### src/design/lge_pkg.sv
// ----------------------------------------------------------------------------
// lge_pkg
// Shared types and constants for the life generation engine: grid size,
// address widths, operation codes, register indexes and sequencer types.
// ----------------------------------------------------------------------------
package lge_pkg;

  // Grid bounds; MAX_COLS must stay a power of two so {row, col} is the address
  localparam int MAX_ROWS  = 64;
  localparam int MAX_COLS  = 64;
  localparam int ROW_W     = $clog2(MAX_ROWS);
  localparam int COL_W     = $clog2(MAX_COLS);
  localparam int ADDR_W    = ROW_W + COL_W;
  localparam int CELLS     = MAX_ROWS * MAX_COLS;

  // Configuration register width and reset values
  localparam int SIZE_W         = 7;
  localparam int CFG_IDX_W      = 1;
  localparam logic [SIZE_W-1:0] ROWS_RESET = SIZE_W'(10);
  localparam logic [SIZE_W-1:0] COLS_RESET = SIZE_W'(10);

  // Neighbor count width (0..8)
  localparam int CNT_W = 4;

  // Operation codes
  typedef enum logic [1:0] {
    OP_WRITE = 2'd0,
    OP_READ  = 2'd1,
    OP_STEP  = 2'd2,
    OP_NOP   = 2'd3
  } op_t;

  // Configuration register indexes
  typedef enum logic [CFG_IDX_W-1:0] {
    CFG_ROWS = 1'b0,
    CFG_COLS = 1'b1
  } cfg_idx_t;

  // Control from the sequencer to the cell evaluation unit
  typedef struct packed {
    logic clear;   // drop the running count and self bit
    logic acc;     // a neighborhood bit arrives this cycle
    logic center;  // the arriving bit is the cell itself
  } eval_ctrl_t;

endpackage

### src/design/lge_cell_eval.sv
// ----------------------------------------------------------------------------
// lge_cell_eval
// Shared neighbor counter: accumulates one neighborhood bit per cycle and
// applies rule B3/S23 to the running count and the cell's own state.
// ----------------------------------------------------------------------------
module lge_cell_eval
  import lge_pkg::*;
(
  input  logic       clk,
  input  logic       rst,
  input  eval_ctrl_t ctrl,
  input  logic       nbr_bit,
  output logic       next_bit
);

  logic [CNT_W-1:0] count;
  logic             self_bit;
  logic [CNT_W-1:0] count_all;

  // Include the bit arriving this cycle when it is a neighbor
  assign count_all = count + {{(CNT_W-1){1'b0}}, ctrl.acc & ~ctrl.center & nbr_bit};

  // Birth on three, survival on two or three
  assign next_bit = (count_all == CNT_W'(3)) || (self_bit && (count_all == CNT_W'(2)));

  // Accumulate or drop
  always_ff @(posedge clk) begin
    if (rst || ctrl.clear) begin
      count    <= '0;
      self_bit <= 1'b0;
    end else if (ctrl.acc) begin
      if (ctrl.center) begin
        self_bit <= nbr_bit;
      end else begin
        count <= count_all;
      end
    end
  end

endmodule

### config.mk
export PLATFORM = sky130hd
export DESIGN_NAME = lge_cell_eval
export DESIGN_NICKNAME = d
export VERILOG_FILES = /design/src/design/lge_pkg.sv /design/src/design/lge_cell_eval.sv
export SDC_FILE = /design/constraint.sdc
export NUM_CORES = 1
export LEC_CHECK = 0
export BUFFER_PORTS_ARGS = -buffer_cell sky130_fd_sc_hd__buf_2
export CAP_MARGIN = 20
export CELL_PAD_IN_SITES_DETAIL_PLACEMENT = 0
export CELL_PAD_IN_SITES_GLOBAL_PLACEMENT = 1
export CORE_AREA = 5 5 42 44
export DETAILED_ROUTE_END_ITERATION = 16
export DIE_AREA = 0 0 47 49
export PLACE_DENSITY_LB_ADDON = 0.1
export SLEW_MARGIN = 30
export SYNTH_ARGS = -nofsm -noshare
export SYNTH_HDL_FRONTEND = slang
export SYNTH_SLANG_ARGS = --single-unit
### constraint.sdc
create_clock -name clk -period 2.1 [get_ports clk]
set_input_delay 0.315 -clock clk [delete_from_list [all_inputs] [get_ports clk]]
set_output_delay 0.315 -clock clk [all_outputs]
set_load 0.05 [all_outputs]
==> results.md <==
* Relative slew slack at 82.8%
* CP Class: reg -> out
* CP Capture Type: output port
* Setup TNS at 0 ns
* Die Wd at 47 um
* Layout Nets at 61
* Status: complete, no violations
* Syn Nets at 40
* Design area at 488 um2
* Cells after Synth at 32
* Top routing layer used: met3
* Max-cap viol count at 0
* Hpwl dp at 510 um
* Sequential area share after synthesis at 36.4%
* Layout Skew at 0.000102 ns
* CTS buffer count at 3
* Leakage dissipation at 0.207 nW
* Die Ht at 49 um
* Final min period at 2.04 ns
* CP max FO at 2
* Worst VDD drop at 0.281 mV
* Core box area at 0.00140 mm2
* Post-Syn Area at 275 um2
* Synth Register Bits at 5
* Routed wire length on met3 at 37 um
* Cell chain of the critical path: ha_4 > ha_4 > o21ai_2 > or4_4 > o31ai_4 > buf_6
* Clock Latency Late Sink at 0.23 ns
* # setup viols final at 0
* Placed inst area at 399 um2
* Final period utilization at 97.3%
* Initial antenna violation count at 0
* Tightest Pin Transition at 0.256 ns
* DRT Wirelength at 619 um
* Initial core utilization at 19.6%
* Max Slew Vio Count at 0
* Vias in the first global route at 293
* P per Cell Area at 471 mW/mm2
* M1 wire length at 238 um
* Syn avg cell area at 8.60 um2
* Detailed-route via count at 291
* Fillers at 157
* Data required, critical path at 1.78 ns
* Pre-antenna DRT Iters at 2
* Port buffer count at 6
* Max stage delay cell, worst path: or4_4
* CP arrival at 1.73 ns
* Boundary Pins at 7
* Clk root buf: clkbuf_4
* Routed Antenna Nets at 0
* Final Hold Fails at 0
* GRT Util Overall at 6.90%
* Floorplan row count at 14
* Peak Freq at 489 MHz
* Largest net degree at the start of global routing at 6
* Setup WS pre-CTS at -0.189 ns
* DR WL/cell at 9.10 um
* RePlAce Congestion at 0.696
* RSZ-0062 raised after global routing: no
* YS warnings at 0
* Layout cell share with drive strength beyond 1 at 53.8%
* Cts hold-fix bufs at 0
* Crit path largest cell delay at 0.43 ns
* Total grt overflow at 0
* Initial DRC Count at 1
* Clock-pin slew on the worst setup and hold paths at 0.04 ns
* Clock Path Buffers at 2
* # DRC at 0
* Most common cell on crit path: ha_4
* CTS tree: built
* Layout area overhead at 77.3%
* Post-DR vias/cell at 4.28
* CP top delay family: adder cells
* Final worst setup slack at 0.0565 ns
* CTS HTree Levels at 1
* Synth unique cells at 17
* Diodes inserted at 0
* CTS Sinks at 5
* Wire length of the first global-routing pass at 1160 um
* HP Class: in -> reg
* Met2 WL at 343 um
* CP Launch Type: flop
* WP buf/inv at 1
* Die area at 0.00230 mm2
Yosys cell counts:
| cell type | number | area [um2] |
|---|---|---|
| a21oi_1 | 2 | 10.0 |
| dfxtp_1 | 5 | 100 |
| ha_1 | 2 | 25.0 |
| inv_1 | 1 | 3.75 |
| mux2i_1 | 2 | 20.0 |
| nand2_1 | 4 | 15.0 |
| nand2b_4 | 1 | 13.8 |
| nand3_1 | 2 | 10.0 |
| nand3b_1 | 1 | 7.51 |
| nor2_1 | 4 | 15.0 |
| o21ai_0 | 2 | 10.0 |
| o31ai_1 | 1 | 7.51 |
| or2_2 | 1 | 6.26 |
| or3_1 | 1 | 6.26 |
| or4_1 | 1 | 7.51 |
| xnor2_1 | 1 | 8.76 |
| xor2_1 | 1 | 8.76 |
sequential cells by signal (all words and copies together) (netlist names):
signal	count
self_bit	1
count	4
routing by layer:
| metal | GRT usage (%) | vias to the layer above |
|---|---|---|
| met5 | 0 | - |
| met4 | 2.76 | 0 |
| met3 | 3.69 | 0 |
| met2 | 11.1 | 6 |
| met1 | 7.25 | 133 |
| li1 | - | 152 |
layout by cell type (no fill, tap or decap):
master and n:
o21ai_2 1, nand3b_1 1, nor2_1 3, buf_2 5, nand2_1 4, o21ai_0 1, clkbuf_4 3, dfxtp_1 4
xor2_1 1, or3_1 1, dfxtp_2 1, mux2i_1 2, buf_4 10, nand3_1 2, inv_1 1, clkbuf_1 1
o31ai_4 1, nor2_4 1, or4_4 1, nand2b_4 1, a21oi_1 2, buf_6 1, ha_4 2, or2_2 1
xnor2_1 1
layout make-up:
class	count	area [um2]	share of cell area (%)
repair buffers	16	111	22.8
clock buffers	4	26.3	5.38
well taps	16	20.0	4.10
multi-input cells	26	225	46.2
inverters	1	3.75	0.769
flip-flops and latches	5	101	20.8
logic make-up (layout without fill, tap and decap cells):
logic type               Yosys count  in the layout  synth area share [%]
AO/OA/AOI/OAI                      5              5                  10.0
buffers and inverters              1             21                  1.36
XOR/XNOR                           2              2                  6.36
flip-flops                         5              5                  36.4
multiplexers                       2              2                  7.27
adder cells (fa/ha/maj)            2              2                  9.09
AND/OR/NAND/NOR                   15             15                  29.5
final timing paths:
path	from	to	slack (ns)	cells after the start
min	nbr_bit	self_bit	0.35	3
min reg2reg	self_bit	self_bit	0.47	2
max reg2reg	count[0]	count[1]	0.85	6
max	count[0]	next_bit	0.06	6
worst min-delay path: cells and delay by family:
kind	cells	cell delay, ns
AO/OA/AOI/OAI	1	0.05
buffers and inverters	1	0.10
AND/OR/NAND/NOR	1	0.06
where the power goes:
group | leakage [nW] | switching (W) | internal [W] | total [W]
Clock | 0.0150 | 0.0000371 | 0.0000717 | 0.000109
Sequential | 0.0408 | 0.000000482 | 0.0000959 | 0.0000964
Combinational | 0.151 | 0.0000106 | 0.0000139 | 0.0000244
stage by stage:
stage               std cells  util, %  hold slack [ns]  power [W]
global route               68     34.8            0.362   0.000245
finish                     68     34.8            0.350   0.000230
floorplan                  32        -            0.431   0.000106
CTS                        68     34.5            0.345   0.000233
detailed placement         62     28.5            0.449   0.000119
global placement           62     28.5            0.461   0.000119
what timing repair did:
action / in CTS / in global routing
gates resized for setup: 10 / 1
pin swaps: 3 / 1
endpoints found under the setup margin: 1 / 1
gates cloned: 0 / 0
buffers inserted: 2 / 0
(Power assumes the default switching activity.)
